### src/hdl/uep0_pkg.sv
package uep0_pkg;

	// field widths
	localparam int unsigned SRC_W    = 3;
	localparam int unsigned OFFSET_W = 10;
	localparam int unsigned PKTLEN_W = 7;
	localparam int unsigned ADDR_W   = 7;
	localparam int unsigned WORD_W   = 16;
	localparam int unsigned CFG_IDX_W  = 3;
	localparam int unsigned CFG_DATA_W = 10;

	// largest control packet in bytes
	localparam logic [PKTLEN_W-1:0] MAX_PACKET_BYTES = 7'd64;

	// operation codes
	localparam logic OP_SETUP   = 1'b0;
	localparam logic OP_IN_DONE = 1'b1;

	// reply sources
	localparam logic [SRC_W-1:0] SRC_DEVICE       = 3'd0;
	localparam logic [SRC_W-1:0] SRC_CONFIG       = 3'd1;
	localparam logic [SRC_W-1:0] SRC_LANGUAGE     = 3'd2;
	localparam logic [SRC_W-1:0] SRC_MANUFACTURER = 3'd3;
	localparam logic [SRC_W-1:0] SRC_PRODUCT      = 3'd4;
	localparam logic [SRC_W-1:0] SRC_SERIAL       = 3'd5;
	localparam logic [SRC_W-1:0] SRC_LINE_CODING  = 3'd6;
	localparam logic [SRC_W-1:0] SRC_NONE         = 3'd7;

	// request type field (bits 6:5 of bmRequestType)
	localparam logic [1:0] KIND_STANDARD = 2'd0;
	localparam logic [1:0] KIND_CLASS    = 2'd1;

	// request codes
	localparam logic [7:0] REQ_SET_ADDRESS            = 8'h05;
	localparam logic [7:0] REQ_GET_DESCRIPTOR         = 8'h06;
	localparam logic [7:0] REQ_SET_CONFIGURATION      = 8'h09;
	localparam logic [7:0] REQ_SET_IDLE               = 8'h0A;
	localparam logic [7:0] REQ_SERIAL_STATE           = 8'h20;
	localparam logic [7:0] REQ_GET_LINE_CODING        = 8'h21;
	localparam logic [7:0] REQ_SET_CONTROL_LINE_STATE = 8'h22;

	// descriptor types
	localparam logic [7:0] DESC_DEVICE = 8'h01;
	localparam logic [7:0] DESC_CONFIG = 8'h02;
	localparam logic [7:0] DESC_STRING = 8'h03;
	localparam logic [7:0] DESC_REPORT = 8'h22;

	// string indexes
	localparam logic [7:0] STR_LANGUAGE     = 8'd0;
	localparam logic [7:0] STR_MANUFACTURER = 8'd1;
	localparam logic [7:0] STR_PRODUCT      = 8'd2;
	localparam logic [7:0] STR_SERIAL       = 8'd3;

	localparam logic [2:0] LINE_CODING_LEN = 3'd7;

	// configuration register indexes
	localparam logic [CFG_IDX_W-1:0] REG_MAX_PACKET_CODE  = 3'd0;
	localparam logic [CFG_IDX_W-1:0] REG_DEVICE_LEN       = 3'd1;
	localparam logic [CFG_IDX_W-1:0] REG_CONFIG_TOTAL_LEN = 3'd2;
	localparam logic [CFG_IDX_W-1:0] REG_LANGUAGE_LEN     = 3'd3;
	localparam logic [CFG_IDX_W-1:0] REG_MANUFACTURER_LEN = 3'd4;
	localparam logic [CFG_IDX_W-1:0] REG_PRODUCT_LEN      = 3'd5;
	localparam logic [CFG_IDX_W-1:0] REG_SERIAL_LEN       = 3'd6;

endpackage

### src/hdl/usb_ep0_control_responder.sv
// Control endpoint zero responder.
// Input channel (in_valid / in_stall) carries either a decoded setup request
// (op = setup) or an IN-complete event (op = in done). A transfer happens at a
// rising edge with valid high and stall low. Each input item yields zero or one
// result on the output channel (out_valid / out_stall): the reply source, byte
// offset and length of the next packet, plus the address and endpoint-enable
// side outputs of SET_ADDRESS and SET_CONFIGURATION.
// A transferred item sits in the input register, is decoded and answered
// there, and its result is then loaded into the result register.
// Throughput is one item per cycle while the receiver takes results; the
// cycle time is set by the decode, the 16-bit wLength clamp and the
// remaining-length compare and subtract.
// When the receiver stalls, the result register holds, the input register
// holds its item and in_stall rises; items without a result wait the same way.
// Configuration is written via cfg_write / cfg_index / cfg_data, by the user
// only while no transfer is in flight (unchecked); unknown indexes ignored.
// Reset clears all transfer state, loads the register defaults (packet code 1,
// lengths 18, 67, 4, 18, 56, 22) and empties both stages.
module usb_ep0_control_responder (
	input  logic                                 clk,
	input  logic                                 arst_n,
	// configuration port
	input  logic                                 cfg_write,
	input  logic [uep0_pkg::CFG_IDX_W-1:0]       cfg_index,
	input  logic [uep0_pkg::CFG_DATA_W-1:0]      cfg_data,
	// input channel
	input  logic                                 in_valid,
	output logic                                 in_stall,
	input  logic                                 op,
	input  logic [7:0]                           request_type,
	input  logic [7:0]                           request_code,
	input  logic [uep0_pkg::WORD_W-1:0]          request_value,
	input  logic [uep0_pkg::WORD_W-1:0]          request_index,
	input  logic [uep0_pkg::WORD_W-1:0]          request_length,
	// output channel
	output logic                                 out_valid,
	input  logic                                 out_stall,
	output logic [uep0_pkg::SRC_W-1:0]           packet_source,
	output logic [uep0_pkg::OFFSET_W-1:0]        packet_offset,
	output logic [uep0_pkg::PKTLEN_W-1:0]        packet_length,
	output logic                                 address_write,
	output logic [uep0_pkg::ADDR_W-1:0]          new_address,
	output logic                                 endpoints_write,
	output logic                                 endpoints_enable
);

	// configuration registers
	logic [1:0] max_packet_code_q;
	logic [7:0] device_len_q;
	logic [9:0] config_total_len_q;
	logic [7:0] language_len_q;
	logic [7:0] manufacturer_len_q;
	logic [7:0] product_len_q;
	logic [7:0] serial_len_q;

	// transfer state
	logic [uep0_pkg::WORD_W-1:0]   remaining_q;
	logic [uep0_pkg::OFFSET_W-1:0] offset_q;
	logic [uep0_pkg::SRC_W-1:0]    source_q;
	logic                          zlp_pending_q;
	logic [7:0]                    config_value_q;

	// input stage
	logic                          valid_s1;
	logic                          op_s1;
	logic [7:0]                    rtype_s1;
	logic [7:0]                    code_s1;
	logic [uep0_pkg::WORD_W-1:0]   wvalue_s1;
	logic [uep0_pkg::WORD_W-1:0]   windex_s1;
	logic [uep0_pkg::WORD_W-1:0]   wlength_s1;

	// result register
	logic                          out_valid_q;
	logic [uep0_pkg::SRC_W-1:0]    src_q;
	logic [uep0_pkg::OFFSET_W-1:0] off_q;
	logic [uep0_pkg::PKTLEN_W-1:0] len_q;
	logic                          addr_w_q;
	logic [uep0_pkg::ADDR_W-1:0]   addr_q;
	logic                          ep_w_q;
	logic                          ep_en_q;

	logic out_ready;
	logic advance;

	// decode signals
	logic                          is_setup;
	logic [1:0]                    kind;
	logic [7:0]                    dtype;
	logic [7:0]                    dindex;
	logic                          clamp_en;
	logic [uep0_pkg::SRC_W-1:0]    clamp_src;
	logic [9:0]                    clamp_len;
	logic                          status_en;
	logic                          lc_en;
	logic                          addr_w;
	logic                          ep_w;
	logic                          go;

	// packet size
	logic [uep0_pkg::PKTLEN_W-1:0] pkt_size;
	logic [uep0_pkg::PKTLEN_W-1:0] pkt_mask;

	// armed state ahead of sending
	logic [uep0_pkg::WORD_W-1:0]   arm_rem;
	logic [uep0_pkg::OFFSET_W-1:0] arm_off;
	logic [uep0_pkg::SRC_W-1:0]    arm_src;
	logic                          arm_zlp;
	logic [2:0]                    lc_len;

	// state after sending
	logic [uep0_pkg::WORD_W-1:0]   nxt_rem;
	logic [uep0_pkg::OFFSET_W-1:0] nxt_off;
	logic                          nxt_zlp;
	logic [uep0_pkg::PKTLEN_W-1:0] send_len;
	logic                          send_ok;
	logic                          result;

	assign out_ready = !out_valid_q || !out_stall;
	assign advance   = valid_s1 && out_ready;
	assign in_stall  = valid_s1 && !out_ready;

	// write configuration registers
	always_ff @(posedge clk or negedge arst_n) begin
		if (!arst_n) begin
			max_packet_code_q  <= 2'd1;
			device_len_q       <= 8'd18;
			config_total_len_q <= 10'd67;
			language_len_q     <= 8'd4;
			manufacturer_len_q <= 8'd18;
			product_len_q      <= 8'd56;
			serial_len_q       <= 8'd22;
		end else if (cfg_write) begin
			unique case (cfg_index)
				uep0_pkg::REG_MAX_PACKET_CODE:  max_packet_code_q  <= cfg_data[1:0];
				uep0_pkg::REG_DEVICE_LEN:       device_len_q       <= cfg_data[7:0];
				uep0_pkg::REG_CONFIG_TOTAL_LEN: config_total_len_q <= cfg_data[9:0];
				uep0_pkg::REG_LANGUAGE_LEN:     language_len_q     <= cfg_data[7:0];
				uep0_pkg::REG_MANUFACTURER_LEN: manufacturer_len_q <= cfg_data[7:0];
				uep0_pkg::REG_PRODUCT_LEN:      product_len_q      <= cfg_data[7:0];
				uep0_pkg::REG_SERIAL_LEN:       serial_len_q       <= cfg_data[7:0];
				default: ;
			endcase
		end
	end

	// capture input item
	always_ff @(posedge clk or negedge arst_n) begin
		if (!arst_n) begin
			valid_s1 <= 1'b0;
		end else if (!in_stall) begin
			valid_s1 <= in_valid;
		end
	end

	always_ff @(posedge clk) begin
		if (in_valid && !in_stall) begin
			op_s1      <= op;
			rtype_s1   <= request_type;
			code_s1    <= request_code;
			wvalue_s1  <= request_value;
			windex_s1  <= request_index;
			wlength_s1 <= request_length;
		end
	end

	assign pkt_size = uep0_pkg::PKTLEN_W'(7'd8 << max_packet_code_q);
	assign pkt_mask = pkt_size - 7'd1;

	assign is_setup = (op_s1 == uep0_pkg::OP_SETUP);
	assign kind     = rtype_s1[6:5];
	assign dtype    = wvalue_s1[15:8];
	assign dindex   = wvalue_s1[7:0];

	// decode setup request
	always_comb begin
		clamp_en  = 1'b0;
		clamp_src = uep0_pkg::SRC_NONE;
		clamp_len = 10'd0;
		status_en = 1'b0;
		lc_en     = 1'b0;
		addr_w    = 1'b0;
		ep_w      = 1'b0;
		if (rtype_s1[7]) begin
			priority if (kind == uep0_pkg::KIND_STANDARD &&
			             code_s1 == uep0_pkg::REQ_GET_DESCRIPTOR) begin
				priority if (dtype == uep0_pkg::DESC_DEVICE) begin
					clamp_en  = 1'b1;
					clamp_src = uep0_pkg::SRC_DEVICE;
					clamp_len = {2'd0, device_len_q};
				end else if (dtype == uep0_pkg::DESC_CONFIG) begin
					clamp_en  = 1'b1;
					clamp_src = uep0_pkg::SRC_CONFIG;
					clamp_len = config_total_len_q;
				end else if (dtype == uep0_pkg::DESC_STRING) begin
					clamp_en = 1'b1;
					unique case (dindex)
						uep0_pkg::STR_LANGUAGE: begin
							clamp_src = uep0_pkg::SRC_LANGUAGE;
							clamp_len = {2'd0, language_len_q};
						end
						uep0_pkg::STR_MANUFACTURER: begin
							clamp_src = uep0_pkg::SRC_MANUFACTURER;
							clamp_len = {2'd0, manufacturer_len_q};
						end
						uep0_pkg::STR_PRODUCT: begin
							clamp_src = uep0_pkg::SRC_PRODUCT;
							clamp_len = {2'd0, product_len_q};
						end
						uep0_pkg::STR_SERIAL: begin
							clamp_src = uep0_pkg::SRC_SERIAL;
							clamp_len = {2'd0, serial_len_q};
						end
						default: begin
							// unknown string: empty reply
							clamp_src = uep0_pkg::SRC_NONE;
							clamp_len = 10'd0;
						end
					endcase
				end else if (dtype == uep0_pkg::DESC_REPORT) begin
					status_en = 1'b1;
				end else begin
					clamp_en = 1'b0;
				end
			end else if (kind == uep0_pkg::KIND_CLASS &&
			             code_s1 == uep0_pkg::REQ_GET_LINE_CODING) begin
				lc_en = 1'b1;
			end else if (kind == uep0_pkg::KIND_CLASS &&
			             code_s1 == uep0_pkg::REQ_SERIAL_STATE) begin
				status_en = 1'b1;
			end else begin
				status_en = 1'b0;
			end
		end else begin
			priority if (kind == uep0_pkg::KIND_STANDARD &&
			             code_s1 == uep0_pkg::REQ_SET_ADDRESS) begin
				addr_w    = 1'b1;
				status_en = 1'b1;
			end else if (kind == uep0_pkg::KIND_STANDARD &&
			             code_s1 == uep0_pkg::REQ_SET_CONFIGURATION) begin
				ep_w      = 1'b1;
				status_en = 1'b1;
			end else if (kind == uep0_pkg::KIND_CLASS &&
			             (code_s1 == uep0_pkg::REQ_SET_IDLE ||
			              code_s1 == uep0_pkg::REQ_SET_CONTROL_LINE_STATE)) begin
				status_en = 1'b1;
			end else begin
				status_en = 1'b0;
			end
		end
	end

	assign go     = clamp_en || status_en || lc_en;
	assign lc_len = (wlength_s1 > {13'd0, uep0_pkg::LINE_CODING_LEN}) ?
	                uep0_pkg::LINE_CODING_LEN : wlength_s1[2:0];

	// arm transfer state; a setup starts from cleared state
	always_comb begin
		arm_rem = remaining_q;
		arm_off = offset_q;
		arm_src = source_q;
		arm_zlp = zlp_pending_q;
		if (is_setup) begin
			arm_rem = '0;
			arm_off = '0;
			arm_src = uep0_pkg::SRC_NONE;
			arm_zlp = 1'b0;
			priority if (clamp_en) begin
				arm_src = clamp_src;
				if (wlength_s1 > {6'd0, clamp_len}) begin
					arm_rem = {6'd0, clamp_len};
					arm_zlp = ((clamp_len & {3'd0, pkt_mask}) == 10'd0);
				end else begin
					arm_rem = wlength_s1;
				end
			end else if (lc_en) begin
				arm_src = uep0_pkg::SRC_LINE_CODING;
				arm_rem = {13'd0, lc_len};
				arm_zlp = (({4'd0, lc_len} & pkt_mask) == 7'd0);
			end else if (status_en) begin
				arm_zlp = 1'b1;
			end else begin
				arm_zlp = 1'b0;
			end
		end
	end

	// send at most one packet
	always_comb begin
		nxt_rem  = arm_rem;
		nxt_off  = arm_off;
		nxt_zlp  = arm_zlp;
		send_len = '0;
		send_ok  = 1'b1;
		priority if (arm_rem > {9'd0, pkt_size}) begin
			send_len = pkt_size;
			nxt_rem  = arm_rem - {9'd0, pkt_size};
			nxt_off  = arm_off + {3'd0, pkt_size};
		end else if (arm_rem != '0) begin
			send_len = arm_rem[uep0_pkg::PKTLEN_W-1:0];
			nxt_rem  = '0;
		end else if (arm_zlp) begin
			nxt_zlp = 1'b0;
		end else begin
			send_ok = 1'b0;
		end
	end

	assign result = (is_setup ? go : 1'b1) && send_ok;

	// update transfer state
	always_ff @(posedge clk or negedge arst_n) begin
		if (!arst_n) begin
			remaining_q    <= '0;
			offset_q       <= '0;
			source_q       <= uep0_pkg::SRC_NONE;
			zlp_pending_q  <= 1'b0;
			config_value_q <= 8'd0;
		end else if (advance) begin
			remaining_q   <= nxt_rem;
			offset_q      <= nxt_off;
			source_q      <= arm_src;
			zlp_pending_q <= nxt_zlp;
			if (is_setup && ep_w) begin
				config_value_q <= wvalue_s1[7:0];
			end
		end
	end

	// load result register
	always_ff @(posedge clk or negedge arst_n) begin
		if (!arst_n) begin
			out_valid_q <= 1'b0;
		end else if (out_ready) begin
			out_valid_q <= advance && result;
		end
	end

	always_ff @(posedge clk) begin
		if (advance && result) begin
			src_q    <= arm_src;
			off_q    <= arm_off;
			len_q    <= send_len;
			addr_w_q <= is_setup && addr_w;
			addr_q   <= (is_setup && addr_w) ? wvalue_s1[6:0] : '0;
			ep_w_q   <= is_setup && ep_w;
			ep_en_q  <= is_setup && ep_w && (wvalue_s1[7:0] != 8'd0);
		end
	end

	assign out_valid        = out_valid_q;
	assign packet_source    = src_q;
	assign packet_offset    = off_q;
	assign packet_length    = len_q;
	assign address_write    = addr_w_q;
	assign new_address      = addr_q;
	assign endpoints_write  = ep_w_q;
	assign endpoints_enable = ep_en_q;

	// wIndex is carried but selects nothing; stored value shadows the enable
	logic unused_s1;
	assign unused_s1 = ^{windex_s1, config_value_q};

endmodule

### config.mk
export PLATFORM = sky130hd
export DESIGN_NAME = usb_ep0_control_responder
export DESIGN_NICKNAME = d
export VERILOG_FILES = /design/src/hdl/uep0_pkg.sv /design/src/hdl/usb_ep0_control_responder.sv
export SDC_FILE = /design/constraint.sdc
export NUM_CORES = 1
export LEC_CHECK = 0
export BUFFER_PORTS_ARGS = -buffer_cell sky130_fd_sc_hd__buf_2
export CAP_MARGIN = 40
export CORE_ASPECT_RATIO = 0.9
export CORE_MARGIN = 2
export CORE_UTILIZATION = 60
export CTS_CLUSTER_DIAMETER = 100
export DETAILED_ROUTE_END_ITERATION = 16
export PLACE_DENSITY = 0.8
export SKIP_LAST_GASP = 1
export SYNTH_ARGS = -nofsm -noshare
export SYNTH_HDL_FRONTEND = slang
export SYNTH_SLANG_ARGS = --single-unit
export TNS_END_PERCENT = 50
### constraint.sdc
create_clock -name clk -period 19.27 [get_ports clk]
set_clock_uncertainty 0.05 [all_clocks]
set_input_delay 0.9635 -clock clk [delete_from_list [all_inputs] [get_ports clk]]
set_output_delay 0.9635 -clock clk [all_outputs]
set_load 0.02 [all_outputs]
==> flow_metrics.env <==
export IMPL_cp_start_kind="flop"
export IMPL_hold_ws_ns=0.372
export IMPL_grt_pass1_wl_um=28200
export IMPL_dieHeight_um=111
export IMPL_wire_per_inst_um=19.3
export IMPL_worst_pin_slew_ns=0.821
export IMPL_status="finished, final reports clean"
export IMPL_max_slew_margin_rel=0.448
export IMPL_register_area_um2=4350
export IMPL_vias=5443
export IMPL_final_common_cell="buf_2"
export IMPL_nNetsFinal=820
export IMPL_powerDensity_nw_per_um2=115
export IMPL_drt_wl_total_um=17300
export IMPL_cts_hold_buf=0
export IMPL_synth_seq_area_share=0.566
export IMPL_portBuffers=93
export IMPL_gr_total_overflow=0
export IMPL_p_leak_nw=3.66
export IMPL_ir_drop_v=0.0000851
export IMPL_synthCells=623
export IMPL_path_buf_inv=1
export IMPL_slew_viol_final=0
export IMPL_dr_pass1_iters=5
export IMPL_final_cell_mix="94 x buf_2, 74 x edfxtp_1, 66 x dfrtp_1, 54 x nand2_1, 51 x mux2_2"
export IMPL_finalHoldViolCount=0
export IMPL_arrival_ns=7.05
export IMPL_core_region_area_um2=12600
export IMPL_async_flop_share=0.532
export IMPL_antenna_found_initial=0
export IMPL_clock_latency_ns=0.43
export IMPL_ys_ff_latch=158
export IMPL_crit_slowest_cell="or4_1"
export IMPL_fill_cells=892
export IMPL_drive_gt1_frac=0.319
export IMPL_r2r_slack_ns=12.29
export IMPL_cp_top_family="simple AND/OR/NAND/NOR gates"
export IMPL_final_setup_tns_ns=0
export IMPL_period_share=0.362
export IMPL_start_util=0.610
export IMPL_maxCapViolCount=0
export IMPL_ant_nets=0
export IMPL_syn_area_um2=7680
export IMPL_num_rows=39
export IMPL_path_class="flop to flop"
export IMPL_hp_class="input pin to asynchronous set/reset pin"
export IMPL_grt_usage=0.271
export IMPL_cp_required_ns=19.33
export IMPL_cts_tree="done"
export IMPL_yosys_cell_types_count=80
export IMPL_synth_ff_type="edfxtp_1"
export IMPL_postCtsResizedCells=0
export IMPL_clock_root_buffer="clkbuf_16"
export IMPL_synth_warnings=0
export IMPL_die_w_um=123
export IMPL_syn_nets=722
export IMPL_postSynthAreaPerCell_um2=12.3
export IMPL_cpMostUsedCell="nor2_1"
export IMPL_fmax_mhz=143
export IMPL_cts_setup_buffers=0
export IMPL_drtIter0Drc=555
export IMPL_avgViaCountPerCell=6.06
export IMPL_max_stage_delay_ns=0.65
export IMPL_gp_congestion=0.864
export IMPL_dpl_hpwl_um=12000
export IMPL_die_area_um2=13700
export IMPL_layout_min_cycle_time_ns=6.98
export IMPL_clkTransAtPathRegs_ns=0.06
export IMPL_htree_levels=4
export IMPL_remaining_drc_errors=0
export IMPL_ios=115
export IMPL_grt_max_degree=66
export IMPL_path_cells="or4_4 > nor2_1 > nand4_1 > or4_1 > ha_1 > a211oi_1 > nor2_1 > or4b_4 > o22ai_4 > mux2i_1 > and2_1 > o211ai_2 > a211oi_2 > a211o_1 > nand2_2 > and3_1 > nor3_2 > buf_4"
export IMPL_cp_max_fo=16
export IMPL_rsz0062_at_grt="false"
export IMPL_n_antenna_cell=0
export IMPL_finalSetupViolCount=0
export IMPL_cp_end_kind="flop"
export IMPL_synth_edf_count=74
export IMPL_multi_input_area_um2=3160
export IMPL_clock_sinks=158
export IMPL_cts_buffers=17
export IMPL_grt_pass1_vias=5588
export IMPL_area_growth_pct=16.3
export IMPL_ctsLongestPathBuffers=2
sequential cells by signal, summed over array words and instances, names as in the netlist, 8 cells and up:
| name | cells |
|---|---|
| code_s1 | 8 |
| config_total_len_q | 10 |
| device_len_q | 8 |
| language_len_q | 8 |
| manufacturer_len_q | 8 |
| offset_q | 10 |
| packet_offset | 10 |
| product_len_q | 8 |
| remaining_q | 16 |
| serial_len_q | 8 |
| wlength_s1 | 16 |
| wvalue_s1 | 16 |
power by group:
part           switching (mW)  internal, mW  total (mW)
combinational           0.131        0.0959       0.227
sequential             0.0391         0.424       0.463
clock                   0.131         0.201       0.332
synth_stat cells (3+ instances only):
library cell	n	area (um2)
a21o_1	4	30.0
nor3_1	9	45.0
nor2_1	38	143
o21ai_0	28	140
nand2_1	54	203
and4_1	3	26.3
xor2_1	3	26.3
nor2b_1	8	50.1
edfxtp_1	74	2220
mux2i_1	7	70.1
or4_1	4	30.0
and3_1	4	25.0
clkbuf_1	15	56.3
nand4_1	8	50.1
mux2_2	51	574
o211ai_1	4	30.0
o31ai_1	8	60.1
a22o_1	7	61.3
a21oi_1	26	130
or3_1	6	37.5
buf_2	3	15.0
xnor2_1	5	43.8
inv_1	19	71.3
dfstp_2	18	473
and2_1	24	150
mux4_2	8	180
o21ai_1	4	20.0
nor4_1	8	50.1
nand2b_1	8	50.1
dfrtp_1	66	1650
nand3_1	13	65.1
a31oi_1	3	18.8
nand4b_1	4	35.0
nor3b_1	3	22.5
o22ai_1	5	31.3
ha_1	15	188
stage by stage:
stage / power [mW] / utilization / worst slack [ns] / cells / cell area, um2
2_1_floorplan: 0.625 / - / 11.97 / 623 / 7680
3_3_place_gp: 0.673 / 0.658 / 11.93 / 861 / 8280
3_5_place_dp: 0.690 / 0.663 / 12.49 / 866 / 8350
4_1_cts: 1.02 / 0.709 / 12.39 / 898 / 8920
5_1_grt: 1.07 / 0.709 / 12.00 / 898 / 8920
6_report: 1.02 / 0.709 / 12.29 / 898 / 8920
cell families after synthesis:
logic type / count (synthesis) / share of synthesized area
AOI/OAI and AO/OA: 118 / 0.109
xor gates and xnor gates: 8 / 0.00913
adders and majority gates: 16 / 0.0271
buffers and inverters: 42 / 0.0230
DFF: 158 / 0.566
muxes: 68 / 0.111
and+or+nand+nor: 213 / 0.154
final cells by class:
class | instances | area share
Inverter | 19 | 0.00799
Timing Repair Buffer | 102 | 0.0631
Multi-Input combinational cell | 423 | 0.354
Clock buffer | 19 | 0.0485
Clock inverter | 13 | 0.0164
Sequential cell | 158 | 0.487
Tap cell | 164 | 0.0230
path summary, 6_finish.rpt:
| kind | startpoint | end | depth (start not counted) |
|---|---|---|---|
| setup reg to reg | wvalue_s1[13] | new_address[3] | 18 |
| setup / recovery | wvalue_s1[13] | new_address[3] | 18 |
| hold / removal | arst_n | remaining_q[10] | 1 |
| max in group asynchronous | arst_n | manufacturer_len_q[4] | 2 |
| hold reg to reg | remaining_q[6] | remaining_q[6] | 2 |
| min in group clk | remaining_q[6] | remaining_q[6] | 2 |
metal layers:
layer / global-route usage / vias up / part of all wire
met4: 0.0924 / 0 / 0.015
met1: 0.349 / 2696 / 0.41
met2: 0.456 / 184 / 0.52
met5: 0 / - / 0
met3: 0.0561 / 25 / 0.054
li1: - / 2538 / -
Note: power is estimated with default switching activity, not from simulation.
